[config.mk]
export PLATFORM = sky130hd
export DESIGN_NAME = fp32_fp16_converter
export DESIGN_NICKNAME = d
export VERILOG_FILES = /design/src/rtl/f2h_pkg.sv /design/src/rtl/fp32_fp16_converter.sv
export SDC_FILE = /design/constraint.sdc
export NUM_CORES = 1
export LEC_CHECK = 0
export BUFFER_PORTS_ARGS = -buffer_cell sky130_fd_sc_hd__buf_2
export CAP_MARGIN = 20
export CORE_MARGIN = 3
export CORE_UTILIZATION = 60
export CTS_CLUSTER_DIAMETER = 30
export DETAILED_ROUTE_END_ITERATION = 8
export PLACE_DENSITY = 0.81
export SYNTH_ARGS = -nofsm -noshare
export SYNTH_HDL_FRONTEND = slang
export SYNTH_SLANG_ARGS = --single-unit
export TNS_END_PERCENT = 100
[constraint.sdc]
create_clock -name clk -period 3.5 [get_ports clk]
set_input_delay 0.525 -clock clk [delete_from_list [all_inputs] [get_ports clk]]
set_output_delay 0.525 -clock clk [all_outputs]
set_load 0.02 [all_outputs]
[src/rtl/f2h_pkg.sv]
// ----------------------------------------------------------------------------
// f2h_pkg
// Shared types and constants for the binary32 / binary16 converter.
// ----------------------------------------------------------------------------
package f2h_pkg;

    localparam logic CMD_S2H = 1'b0;
    localparam logic CMD_H2S = 1'b1;

    localparam logic [15:0] HALF_INF      = 16'h7c00;
    localparam logic [12:0] DROP_HALFWAY  = 13'h1000;
    localparam logic [31:0] SGL_INF       = 32'h7f800000;
    localparam logic [7:0]  EXP_REBIAS    = 8'd112;

    // Decoded word after the first stage
    typedef struct packed {
        logic        cmd;
        logic        sign;
        logic [7:0]  exp;
        logic [22:0] mant;
        logic        exp_max;
        logic        exp_zero;
        logic        mant_zero;
    } dec_t;

    // Result before final rounding / assembly
    typedef struct packed {
        logic        cmd;
        logic [31:0] word;
        logic [10:0] hm;       // half mantissa before rounding increment
        logic        inc;      // add one to hm
        logic [5:0]  he;       // half exponent for normal path
        logic        norm;     // normal half path (needs carry handling)
        logic        sub;      // subnormal path: sign | (hm + inc)
    } mid_t;

endpackage

[src/rtl/fp32_fp16_converter.sv]
// ----------------------------------------------------------------------------
// fp32_fp16_converter
// Stateless binary32 <-> binary16 converter, three-stage pipeline.
// ----------------------------------------------------------------------------
// Usage:
//   Input channel: in_valid / in_ready carry cmd and operand_word. cmd 0
//   converts a binary32 word to binary16 (result in bits 15..0, upper bits
//   zero); cmd 1 converts the binary16 word in bits 15..0 to binary32.
//   Output channel: out_valid / out_ready carry result_word.
//   Timing: out_valid rises once the word has passed the stage 1, 2 and 3
//   registers, and the word leaves on an edge with out_ready high; one word
//   per cycle is accepted while the output side keeps taking words.
//   Stage 1 decodes fields, stage 2 picks the case and rounding (and the
//   leading-zero count for half subnormals), stage 3 adds the round bit and
//   assembles the word.
//   Reset clears every stage valid bit; no word is in flight afterwards.
//   When the receiver stalls, the whole pipeline holds: each stage advances
//   only when the stage after it is empty or advancing, so no word is lost
//   or repeated.
// ----------------------------------------------------------------------------
module fp32_fp16_converter
    import f2h_pkg::*;
(
    input  logic        clk,
    input  logic        rst_n,
    input  logic        in_valid,
    output logic        in_ready,
    input  logic        cmd,
    input  logic [31:0] operand_word,
    output logic        out_valid,
    input  logic        out_ready,
    output logic [31:0] result_word
);

    logic        v1_reg, v2_reg, v3_reg;
    logic        adv1, adv2, adv3;
    dec_t        s1_reg, s1_next;
    mid_t        s2_reg, s2_next;
    logic [31:0] s3_reg, s3_next;

    // Advance a stage when its successor is empty or moving on
    assign adv3     = !v3_reg || out_ready;
    assign adv2     = !v2_reg || adv3;
    assign adv1     = !v1_reg || adv2;
    assign in_ready = adv1;

    // Stage 1: field decode
    always_comb
    begin
        s1_next.cmd  = cmd;
        if (cmd == CMD_H2S)
        begin
            s1_next.sign = operand_word[15];
            s1_next.exp  = {3'b000, operand_word[14:10]};
            s1_next.mant = {operand_word[9:0], 13'd0};
            s1_next.exp_max  = (operand_word[14:10] == 5'h1f);
            s1_next.exp_zero = (operand_word[14:10] == 5'h00);
            s1_next.mant_zero = (operand_word[9:0] == 10'd0);
        end
        else
        begin
            s1_next.sign = operand_word[31];
            s1_next.exp  = operand_word[30:23];
            s1_next.mant = operand_word[22:0];
            s1_next.exp_max  = (operand_word[30:23] == 8'hff);
            s1_next.exp_zero = (operand_word[30:23] == 8'h00);
            s1_next.mant_zero = (operand_word[22:0] == 23'd0);
        end
    end

    // Stage 2: case selection, rounding decision, normalization
    logic [8:0]  he_s;
    logic [23:0] full;
    logic [4:0]  sh;
    logic [23:0] shifted;
    logic [23:0] shifted_m1;
    logic [12:0] drop;
    logic [3:0]  lz;
    logic        lz_found;
    logic [9:0]  hm10;
    logic [9:0]  nm;

    always_comb
    begin
        he_s       = {1'b0, s1_reg.exp} - {1'b0, EXP_REBIAS};
        full       = {1'b1, s1_reg.mant};
        sh         = 5'd14 - he_s[4:0];
        shifted    = full >> sh;
        shifted_m1 = full >> (sh - 5'd1);
        drop       = s1_reg.mant[12:0];
        hm10       = s1_reg.mant[22:13];
        // leading-zero count of the half mantissa, first set bit from the top
        lz         = 4'd0;
        lz_found   = 1'b0;
        for (int i = 0; i < 10; i++)
        begin
            if (!lz_found && hm10[9 - i])
            begin
                lz       = 4'(i);
                lz_found = 1'b1;
            end
        end
        nm = 10'(hm10 << (lz + 4'd1));

        s2_next      = '0;
        s2_next.cmd  = s1_reg.cmd;
        if (s1_reg.cmd == CMD_H2S)
        begin
            if (s1_reg.exp_zero)
            begin
                if (s1_reg.mant_zero)
                    s2_next.word = {s1_reg.sign, 31'd0};
                else
                    s2_next.word = {s1_reg.sign, 8'(8'd113 - 8'(lz) - 8'd1),
                                    nm, 13'd0};
            end
            else if (s1_reg.exp_max)
                s2_next.word = SGL_INF | {s1_reg.sign, 8'd0, s1_reg.mant};
            else
                s2_next.word = {s1_reg.sign, 8'(s1_reg.exp + EXP_REBIAS),
                                s1_reg.mant};
        end
        else
        begin
            if (s1_reg.exp_max)
            begin
                if (s1_reg.mant_zero)
                    s2_next.word = {16'd0, {s1_reg.sign, 15'd0} | HALF_INF};
                else if (hm10 == 10'd0)
                    s2_next.word = {16'd0, {s1_reg.sign, 15'd0} | HALF_INF | 16'd1};
                else
                    s2_next.word = {16'd0, {s1_reg.sign, 15'd0} | HALF_INF
                                    | {6'd0, hm10}};
            end
            else if (s1_reg.exp_zero)
                s2_next.word = {16'd0, s1_reg.sign, 15'd0};
            else if (s1_reg.exp < 8'd102)
                s2_next.word = {16'd0, s1_reg.sign, 15'd0};
            else if (s1_reg.exp <= 8'd112)
            begin
                s2_next.sub  = 1'b1;
                s2_next.word = {16'd0, s1_reg.sign, 15'd0};
                s2_next.hm   = shifted[10:0];
                s2_next.inc  = shifted_m1[0];
            end
            else if (s1_reg.exp >= 8'd143)
                s2_next.word = {16'd0, {s1_reg.sign, 15'd0} | HALF_INF};
            else
            begin
                s2_next.norm = 1'b1;
                s2_next.word = {16'd0, s1_reg.sign, 15'd0};
                s2_next.hm   = {1'b0, hm10};
                s2_next.he   = he_s[5:0];
                s2_next.inc  = (drop > DROP_HALFWAY)
                             || (drop == DROP_HALFWAY && hm10[0]);
            end
        end
    end

    // Stage 3: round increment and assembly
    logic [10:0] hm_r;
    logic [5:0]  he_r;

    always_comb
    begin
        hm_r    = s2_reg.hm + {10'd0, s2_reg.inc};
        he_r    = s2_reg.he + {5'd0, hm_r[10]};
        s3_next = s2_reg.word;
        if (s2_reg.cmd == CMD_S2H)
        begin
            if (s2_reg.sub)
                s3_next = s2_reg.word | {21'd0, hm_r};
            else if (s2_reg.norm)
            begin
                if (he_r >= 6'd31)
                    s3_next = s2_reg.word | {16'd0, HALF_INF};
                else
                    s3_next = s2_reg.word | {16'd0, 1'b0, he_r[4:0], hm_r[9:0]};
            end
        end
    end

    always_ff @(posedge clk or negedge rst_n)
    begin
        if (!rst_n)
        begin
            v1_reg <= 1'b0;
            v2_reg <= 1'b0;
            v3_reg <= 1'b0;
        end
        else
        begin
            if (adv1) v1_reg <= in_valid;
            if (adv2) v2_reg <= v1_reg;
            if (adv3) v3_reg <= v2_reg;
        end
    end

    always_ff @(posedge clk)
    begin
        if (adv1) s1_reg <= s1_next;
        if (adv2) s2_reg <= s2_next;
        if (adv3) s3_reg <= s3_next;
    end

    assign out_valid   = v3_reg;
    assign result_word = s3_reg;

endmodule
==> results of run 1 <==
[timing repair]
action,4_1_cts,5_1_grt
hold buffers,1,0
setup endpoints to repair,0,2
gates resized for setup,0,1
hold endpoints to repair,3,0
buffers inserted,0,0
[kinds of logic after synthesis]
family,synth area share (%)
AND/OR/NAND/NOR,13.5
adder cells (fa/ha/maj),2.61
XOR/XNOR,3.34
flip-flops,51.5
multiplexers,11.7
buffers and inverters,3.23
AO/OA/AOI/OAI,14.1
[power by group]
part	switching (mW)	internal (mW)	total (mW)	leakage (nW)
Sequential	0.154	1.89	2.04	1.32
Clock	0.602	1.30	1.90	0.307
Combinational	0.683	0.480	1.16	1.74
Total	1.44	3.67	5.11	3.37
[layer usage]
metal	up-vias	share of wire, %	global-route usage [%]
met2	319	46	43.5
met3	30	8.9	6.84
met5	-	0	0
met1	2511	43	39.6
met4	0	2.5	10.7
li1	2503	-	-
[worst max path at each step]
stage / end / slack [ns] / cells after the start
2_1_floorplan: s2_reg[12] / 0.68 / 10
3_3_place_gp: result_word[2] / 0.47 / 11
3_5_place_dp: result_word[2] / 0.30 / 11
4_1_cts: result_word[2] / 0.26 / 11
5_1_grt: s2_reg[39] / 0.23 / 11
6_report: s2_reg[39] / 0.46 / 11
[per-stage QoR]
stage	power [mW]	hold slack, ns	instance area [sq um]	worst slack (ns)	util, %
final	5.11	0.305	8380	0.460	72.5
after floorplan	2.84	0.229	7190	0.679	-
after global routing	5.31	0.311	8380	0.231	72.5
after detailed placement	3.20	0.323	7710	0.302	66.7
after CTS	5.11	0.295	8370	0.259	72.4
after global placement	3.18	0.319	7710	0.475	66.7
[synth_stat cells, types with 4 or more instances]
master    instances
o21bai_1         11
nand2b_1         13
a32oi_1           5
nor3_1            9
inv_1            18
o22ai_1           4
xnor2_1           8
and2_1           11
nand3_1          15
a21o_1           12
a22o_1            9
nor2_1           23
nor2b_1          19
buf_2             6
nand4_1           7
a31oi_1           5
a22oi_1           5
o31ai_1           6
nand2_1          55
mux4_2           17
mux2i_1          23
edfxtp_1        121
mux2_2           20
o211ai_1          6
and3_1            6
a221oi_1          6
clkbuf_1         25
a21oi_1          22
xor2_1           13
nand3b_1          5
ha_1             15
nor4_1           12
o21ai_0          32
[worst max-delay path: stages, from the launching register on]
cell and delay (ns):
edfxtp_1 0.60, nor4_1 0.49, nand2_1 0.13, nor2_1 0.15
nor2_1 0.11, ha_1 0.34, inv_1 0.30, nand2_1 0.12
a211oi_1 0.25, a311oi_1 0.07, nand2_1 0.11, o21ai_0 0.10
[cell type report]
class	count	area share (%)
sequential	124	44.2
multi-input combinational	430	38.8
timing repair buffer	92	6.18
clock buffer	22	5.54
clock inverter	10	2.22
tap	143	2.13
inverter	19	0.851
==> impl_metrics.env, run 1 <==
export IMPL_synth_edf_count=121
export IMPL_yosysTopAreaCell="edfxtp_1"
export IMPL_synth_seq_cells=124
export IMPL_gr_usage_all_layers_pct=28.4
export IMPL_cts_sinks=124
export IMPL_rsz0062_at_grt="no"
export IMPL_synth_ff_type="edfxtp_1"
export IMPL_cts_buffers=17
export IMPL_port_buffers=70
export IMPL_drt_iter0_markers=726
export IMPL_via_per_inst=6.38
export IMPL_dp_cells=806
export IMPL_hp_class="primary input to register"
export IMPL_fillCellCount=783
export IMPL_worst_setup_path_end_kind="register"
export IMPL_yosysWarnings=0
export IMPL_maxSlewViolCount=0
export IMPL_critical_path_required_ns=3.65
export IMPL_die_x_microns=116
export IMPL_multi_input_area_sq_um=3260
export IMPL_initial_utilization_pct=62.2
export IMPL_gp_congestion=1.01
export IMPL_regArea_sq_um=3710
export IMPL_post_route_min_period_ns=3.04
export IMPL_crit_arrival_ns=3.19
export IMPL_layout_common_cells="edfxtp_1 (121), buf_2 (70), nand2_1 (55)"
export IMPL_dr_pass1_iters=7
export IMPL_power_density_nw_per_um2=609
export IMPL_ys_seq_area_share_pct=51.5
export IMPL_synth_async_reset_ratio_pct=2.42
export IMPL_synth_distinct_cells=66
export IMPL_syn2layout_area_growth_pct=16.5
export IMPL_worstHoldEndpoint="v1_reg"
export IMPL_synth_cells=610
export IMPL_max_freq_mhz=329
export IMPL_min_path_cells=2
export IMPL_min_period_over_period_pct=86.9
export IMPL_grt_antenna_before_repair=0
export IMPL_insertion_delay_ns=0.41
export IMPL_tightest_slew_ns=0.679
export IMPL_drt_wl_total_mm=17.9
export IMPL_rows=39
export IMPL_globalRouteOverflowTotal=0
export IMPL_reg2regPathDepth=11
export IMPL_ios=71
export IMPL_antenna_cells=0
export IMPL_nets=736
export IMPL_final_common_cell="edfxtp_1"
export IMPL_syn_area_sq_um=7190
export IMPL_clockBufferDepth=2
export IMPL_syn_num_nets=662
export IMPL_clock_skew_ns=0.00702
export IMPL_worstReg2RegStart="full[20]"
export IMPL_grt_pass1_vias=5181
export IMPL_max_cap_violations=0
export IMPL_syn_avg_cell_area_sq_um=11.8
export IMPL_cts_htree_levels=4
export IMPL_r2r_slack_ns=0.46
export IMPL_dieArea_sq_um=13300
export IMPL_critPathLaunchType="register"
export IMPL_ir_drop_mv=0.406
export IMPL_slew_limit_headroom_pct=54.6
export IMPL_layout_cells_non_filler=840
export IMPL_worst_setup_path_type="register to register"
export IMPL_drive_gt1_share_pct=24.4
export IMPL_startpoint="full[20]"
export IMPL_cp_max_fo=13
export IMPL_setup_tns_ns=0
export IMPL_grt_max_degree=54
export IMPL_largest_register_ff_count=53
export IMPL_drcViolationCount=0
export IMPL_core_area_sq_um=11600
export IMPL_wl_per_cell_microns=21.3
export IMPL_cts_root_buf="clkbuf_16"
export IMPL_power_leakage_nw=3.37
export IMPL_clkTransAtPathRegs_ns=0.05
export IMPL_yosys_top_cells_area="edfxtp_1 (51%), mux4_2 (5.3%), mux2i_1 (3.2%)"
export IMPL_synth_top_area_share_pct=50.5
export IMPL_dpl_hpwl_mm=13.0
export IMPL_finalHoldViolCount=0
export IMPL_cts_tree="built"
export IMPL_holdCritStartpoint="in_valid"
export IMPL_grt_pass1_wl_mm=28.2
export IMPL_die_h_microns=116
export IMPL_vias=5363
export IMPL_ant_nets=0
export IMPL_r2r_end="s2_reg[39]"
export IMPL_setup_viol=0
export IMPL_outcome="complete, no violations"
Power figures use the tool's default switching activity.
==> run 2: changes to the inputs <==
Settings changed: CELL_PAD_IN_SITES_DETAIL_PLACEMENT set to 1, CELL_PAD_IN_SITES_GLOBAL_PLACEMENT set to 2, CORE_UTILIZATION 60 to 40, PLACE_DENSITY 0.81 to unset, PLACE_DENSITY_LB_ADDON set to 0.1.
==> run 2 against run 1 <==
Against the previous run:
- clock skew increased by 0.0022 ns
- final cell count increased by 10%
- core utilization decreased by 24 points
==> impl_metrics.env, run 2 (synthesis results as in run 1) <==
export IMPL_initial_utilization_pct=41.2
export IMPL_critPathMaxStageDelay_ns=0.63
export IMPL_post_route_min_period_ns=3.16
export IMPL_slowest_stage="edfxtp_1"
export IMPL_setup_viol=0
export IMPL_antenna_cells=0
export IMPL_min_period_over_period_pct=90.2
export IMPL_critical_path_required_ns=3.77
export IMPL_drt_iter0_markers=460
export IMPL_clock_skew_ns=0.00918
export IMPL_clockBufferDepth=2
export IMPL_fillCellCount=1837
export IMPL_power_total_mw=5.03
export IMPL_cts_htree_levels=4
export IMPL_grt_pass1_vias=5558
export IMPL_ir_drop_mv=0.378
export IMPL_grt_max_degree=55
export IMPL_gr_usage_all_layers_pct=22.1
export IMPL_ios=71
export IMPL_globalRouteOverflowTotal=0
export IMPL_rsz0062_at_grt="no"
export IMPL_via_per_inst=5.85
export IMPL_maxSlewViolCount=0
export IMPL_critPathLaunchType="register"
export IMPL_place_area_sq_um=7850
export IMPL_multi_input_area_sq_um=3260
export IMPL_cp_cell_sequence="nor3_2, nand2_1, nor2_1, nor2_1, ha_1, inv_1, mux2_2, o221a_2, a21oi_1"
export IMPL_dp_cells=892
export IMPL_cts_root_buf="clkbuf_16"
export IMPL_power_leakage_nw=3.37
export IMPL_clkTransAtPathRegs_ns=0.06
export IMPL_worst_setup_path_type="register to register"
export IMPL_insertion_delay_ns=0.42
export IMPL_max_freq_mhz=317
export IMPL_power_density_nw_per_um2=594
export IMPL_utilization_pct=48.4
export IMPL_largest_register_ff_count=53
export IMPL_fin_ws_ns=0.342
export IMPL_die_x_microns=140
export IMPL_cts_buffers=17
export IMPL_die_h_microns=140
export IMPL_grt_pass1_wl_mm=33.2
export IMPL_finalHoldViolCount=0
export IMPL_tightest_slew_ns=0.792
export IMPL_layout_cells_non_filler=925
export IMPL_outcome="complete, no violations"
export IMPL_grt_antenna_before_repair=0
export IMPL_port_buffers=70
export IMPL_gp_congestion=0.914
export IMPL_crit_top_cell="nor2_1"
export IMPL_rows=48
export IMPL_hp_class="primary input to register"
export IMPL_core_area_sq_um=17500
export IMPL_drt_wl_total_mm=21.3
export IMPL_cts_tree="built"
export IMPL_cts_sinks=124
export IMPL_nets=740
export IMPL_crit_arrival_ns=3.43
export IMPL_path_buf_inv=1
export IMPL_regArea_sq_um=3710
export IMPL_vias=5414
export IMPL_stdcell_area_sq_um=8460
export IMPL_dieArea_sq_um=19600
export IMPL_slew_limit_headroom_pct=47.1
export IMPL_wl_per_cell_microns=23.0
export IMPL_drcViolationCount=0
export IMPL_ant_nets=0
export IMPL_syn2layout_area_growth_pct=17.7
export IMPL_layout_common_cells="edfxtp_1 (121), buf_2 (70), nand2_1 (55)"
export IMPL_worst_setup_path_end_kind="register"
export IMPL_setup_tns_ns=0
export IMPL_dp_slack_ns=0.321
export IMPL_dpl_hpwl_mm=15.9
export IMPL_drive_gt1_share_pct=25.1
export IMPL_dr_pass1_iters=5
export IMPL_max_cap_violations=0
export IMPL_cp_max_fo=13
export IMPL_final_common_cell="edfxtp_1"
export IMPL_fin_hold_ws_ns=0.302
export IMPL_critPathTopFamily="simple AND/OR/NAND/NOR gates"
run 2: changes by cell type in the layout (fill, tap and decap cells not counted), moves of 2 or more:
cell	delta
buf_4	+4
bufinv_16	-2
clkbuf_1	-3
clkinvlp_4	-2
clkbuf_8	-2
clkinv_2	+3
clkinv_4	+4
run 2: final cells by class:
type / instances / area share, %
Tap cell: 225 / 3.33
Multi-Input combinational cell: 430 / 38.5
Sequential cell: 124 / 43.8
Inverter: 19 / 0.843
Clock buffer: 17 / 5.03
Clock inverter: 14 / 2.01
Timing Repair Buffer: 96 / 6.47
run 2: path summary, 6_finish.rpt:
check                      slack (ns)               to  depth (start not counted)        from
setup / recovery                 0.34       s2_reg[42]                          9    full[17]
hold / removal                   0.30           v1_reg                          2    in_valid
setup reg to reg                 0.34       s2_reg[42]                          9    full[17]
hold reg to reg                  0.42  result_word[18]                          0  s2_reg[38]
max in group asynchronous        2.96           v1_reg                          2       rst_n
min in group asynchronous        0.43           v2_reg                          2       rst_n
run 2: per-layer routing:
layer	part of all wire (%)	wire length, microns	track usage, %	up-vias
li1	-	-	-	2504
met5	0	0	0	-
met3	5.0	1070	3.82	19
met1	47	10000	32.1	2716
met2	46	9860	34.4	175
met4	1.4	304	6.17	0
run 2: power by group:
| group | switching, mW | internal [mW] |
|---|---|---|
| registers | 0.153 | 1.89 |
| logic | 0.721 | 0.484 |
| clock network | 0.665 | 1.12 |
run 2: worst reg2reg max path: stages, from the launching register on:
cell and delay [ns]:
edfxtp_1 0.63, nor3_2 0.45, nand2_1 0.31, nor2_1 0.17
nor2_1 0.11, ha_1 0.31, inv_1 0.30, mux2_2 0.39
o221a_2 0.22, a21oi_1 0.12
run 2: timing repair:
item / 4_1_cts / 5_1_grt
hold endpoints to repair: 3 / 0
hold buffers: 1 / 0
gates resized for setup: 0 / 1
endpoints found under the setup margin: 0 / 2
buffers inserted: 0 / 0
==> run 3: changes to the inputs <==
Settings changed: CORE_ASPECT_RATIO set to 1.4.
==> run 3 against run 2 <==
Against the previous run:
- global-route usage fell by 0.32 points
- first-iteration DRC count fell by 21%
- worst setup slack improved by 0.0072 ns
- clock skew rose by 0.0030 ns
- die area rose by 0.12%
- worst hold slack got worse by 0.012 ns
- via count fell by 0.15%
- critical path type unchanged
- critical endpoint is now s2_reg[35]
- largest cell class unchanged
==> impl_metrics.env, run 3 (synthesis results as in run 1) <==
export IMPL_largest_register_ff_count=53
export IMPL_insertion_delay_ns=0.42
export IMPL_drcViolationCount=0
export IMPL_power_leakage_nw=3.38
export IMPL_grt_pass1_wl_mm=32.7
export IMPL_worst_setup_path_end_kind="register"
export IMPL_dr_pass1_iters=4
export IMPL_crit_arrival_ns=3.30
export IMPL_cts_sinks=124
export IMPL_drt_wl_total_mm=20.7
export IMPL_tightest_slew_ns=1.06
export IMPL_cp_cell_sequence="nor4_1, nand2_1, nor2_1, nor2_1, ha_1, inv_1, nand2_1, a211oi_1, a311oi_1, nand2_1, o21ai_0"
export IMPL_dpl_hpwl_mm=15.8
export IMPL_antenna_cells=0
export IMPL_fin_ws_ns=0.349
export IMPL_post_route_min_period_ns=3.15
export IMPL_vias=5406
export IMPL_critPathMaxStageDelay_ns=0.53
export IMPL_setup_viol=0
export IMPL_layout_common_cells="edfxtp_1 (121), buf_2 (70), nand2_1 (55)"
export IMPL_outcome="complete, no violations"
export IMPL_finalHoldViolCount=0
export IMPL_cts_htree_levels=4
export IMPL_initial_utilization_pct=41.2
export IMPL_slew_limit_headroom_pct=28.5
export IMPL_dp_slack_ns=0.332
export IMPL_crit_top_cell="nand2_1"
export IMPL_ios=71
export IMPL_worst_setup_path_type="register to register"
export IMPL_cts_root_buf="clkbuf_16"
export IMPL_clockBufferDepth=2
export IMPL_gr_usage_all_layers_pct=21.8
export IMPL_port_buffers=70
export IMPL_gp_congestion=0.918
export IMPL_critPathLaunchType="register"
export IMPL_drt_iter0_markers=364
export IMPL_ant_nets=0
export IMPL_wl_per_cell_microns=22.1
export IMPL_drive_gt1_share_pct=25.3
export IMPL_critical_path_required_ns=3.65
export IMPL_fillCellCount=1870
export IMPL_min_period_over_period_pct=90.0
export IMPL_core_area_sq_um=17500
export IMPL_max_freq_mhz=317
export IMPL_setup_tns_ns=0
export IMPL_post_cts_resized_instances=0
export IMPL_dieArea_sq_um=19700
export IMPL_grt_antenna_before_repair=0
export IMPL_final_common_cell="edfxtp_1"
export IMPL_globalRouteOverflowTotal=0
export IMPL_cts_tree="built"
export IMPL_rsz0062_at_grt="no"
export IMPL_cp_max_fo=12
export IMPL_cts_buffers=17
export IMPL_grt_pass1_vias=5752
export IMPL_die_x_microns=119
export IMPL_max_cap_violations=0
export IMPL_die_h_microns=165
export IMPL_slowest_stage="edfxtp_1"
export IMPL_via_per_inst=5.76
export IMPL_power_density_nw_per_um2=596
export IMPL_hp_class="primary input to register"
export IMPL_nets=742
export IMPL_syn2layout_area_growth_pct=18.2
export IMPL_clock_skew_ns=0.0122
export IMPL_grt_max_degree=55
export IMPL_ir_drop_mv=0.233
export IMPL_maxSlewViolCount=0
export IMPL_rows=57
export IMPL_clkTransAtPathRegs_ns=0.06
[run 3: worst max-delay path, delay by kind of cell (launching register included)]
kind            cells  cell delay (ns)
fa+ha+maj           1             0.32
flops               1             0.53
buf+inv             1             0.29
compound gates      3             0.41
simple gates        6             1.34
[run 3: stage by stage]
step	util (%)	instance area (sq um)	total power, mW	hold WS [ns]	std cells
floorplan	-	7190	2.84	0.229	610
global placement	45.1	7880	3.23	0.319	906
detailed placement	45.1	7880	3.27	0.324	906
CTS	48.7	8500	5.10	0.268	939
global route	48.7	8500	5.29	0.283	939
finish	48.7	8500	5.07	0.290	939
[run 3: worst paths after layout]
| kind | from | endpoint | slack (ns) | depth (start not counted) |
|---|---|---|---|---|
| worst max-delay path | full[19] | s2_reg[35] | 0.35 | 11 |
| worst min-delay path | in_valid | v1_reg | 0.29 | 2 |
| max in group asynchronous | rst_n | v1_reg | 2.98 | 2 |
| min in group asynchronous | rst_n | v2_reg | 0.42 | 2 |
| worst max register to register | full[19] | s2_reg[35] | 0.35 | 11 |
| worst min register to register | s2_reg[46] | result_word[26] | 0.42 | 0 |
[run 3: repair_timing]
action	in CTS	in global routing
buffers inserted	0	0
hold buffers	1	0
hold endpoints to repair	3	0
[run 3: where the power goes]
part	internal, mW	switching (mW)
clock	1.13	0.685
sequential	1.89	0.143
combinational	0.491	0.731
total	3.51	1.56
[run 3: cell type report]
class / instances / area [sq um] / area share, %
Sequential cell: 124 / 3710 / 43.6
Inverter: 19 / 71.3 / 0.839
Multi-Input combinational cell: 430 / 3250 / 38.3
Clock buffer: 17 / 425 / 5.00
Timing Repair Buffer: 98 / 563 / 6.62
Tap cell: 236 / 295 / 3.47
Clock inverter: 15 / 186 / 2.19
[run 3: per-layer routing]
metal / wire length (microns) / share of wire (%) / GRT usage (%) / vias up
li1: - / - / - / 2504
met1: 8240 / 40 / 25.2 / 2650
met2: 10800 / 52 / 39.1 / 204
met3: 928 / 4.5 / 3.87 / 48
met4: 692 / 3.3 / 10.3 / 0
met5: 0 / 0 / 0 / -
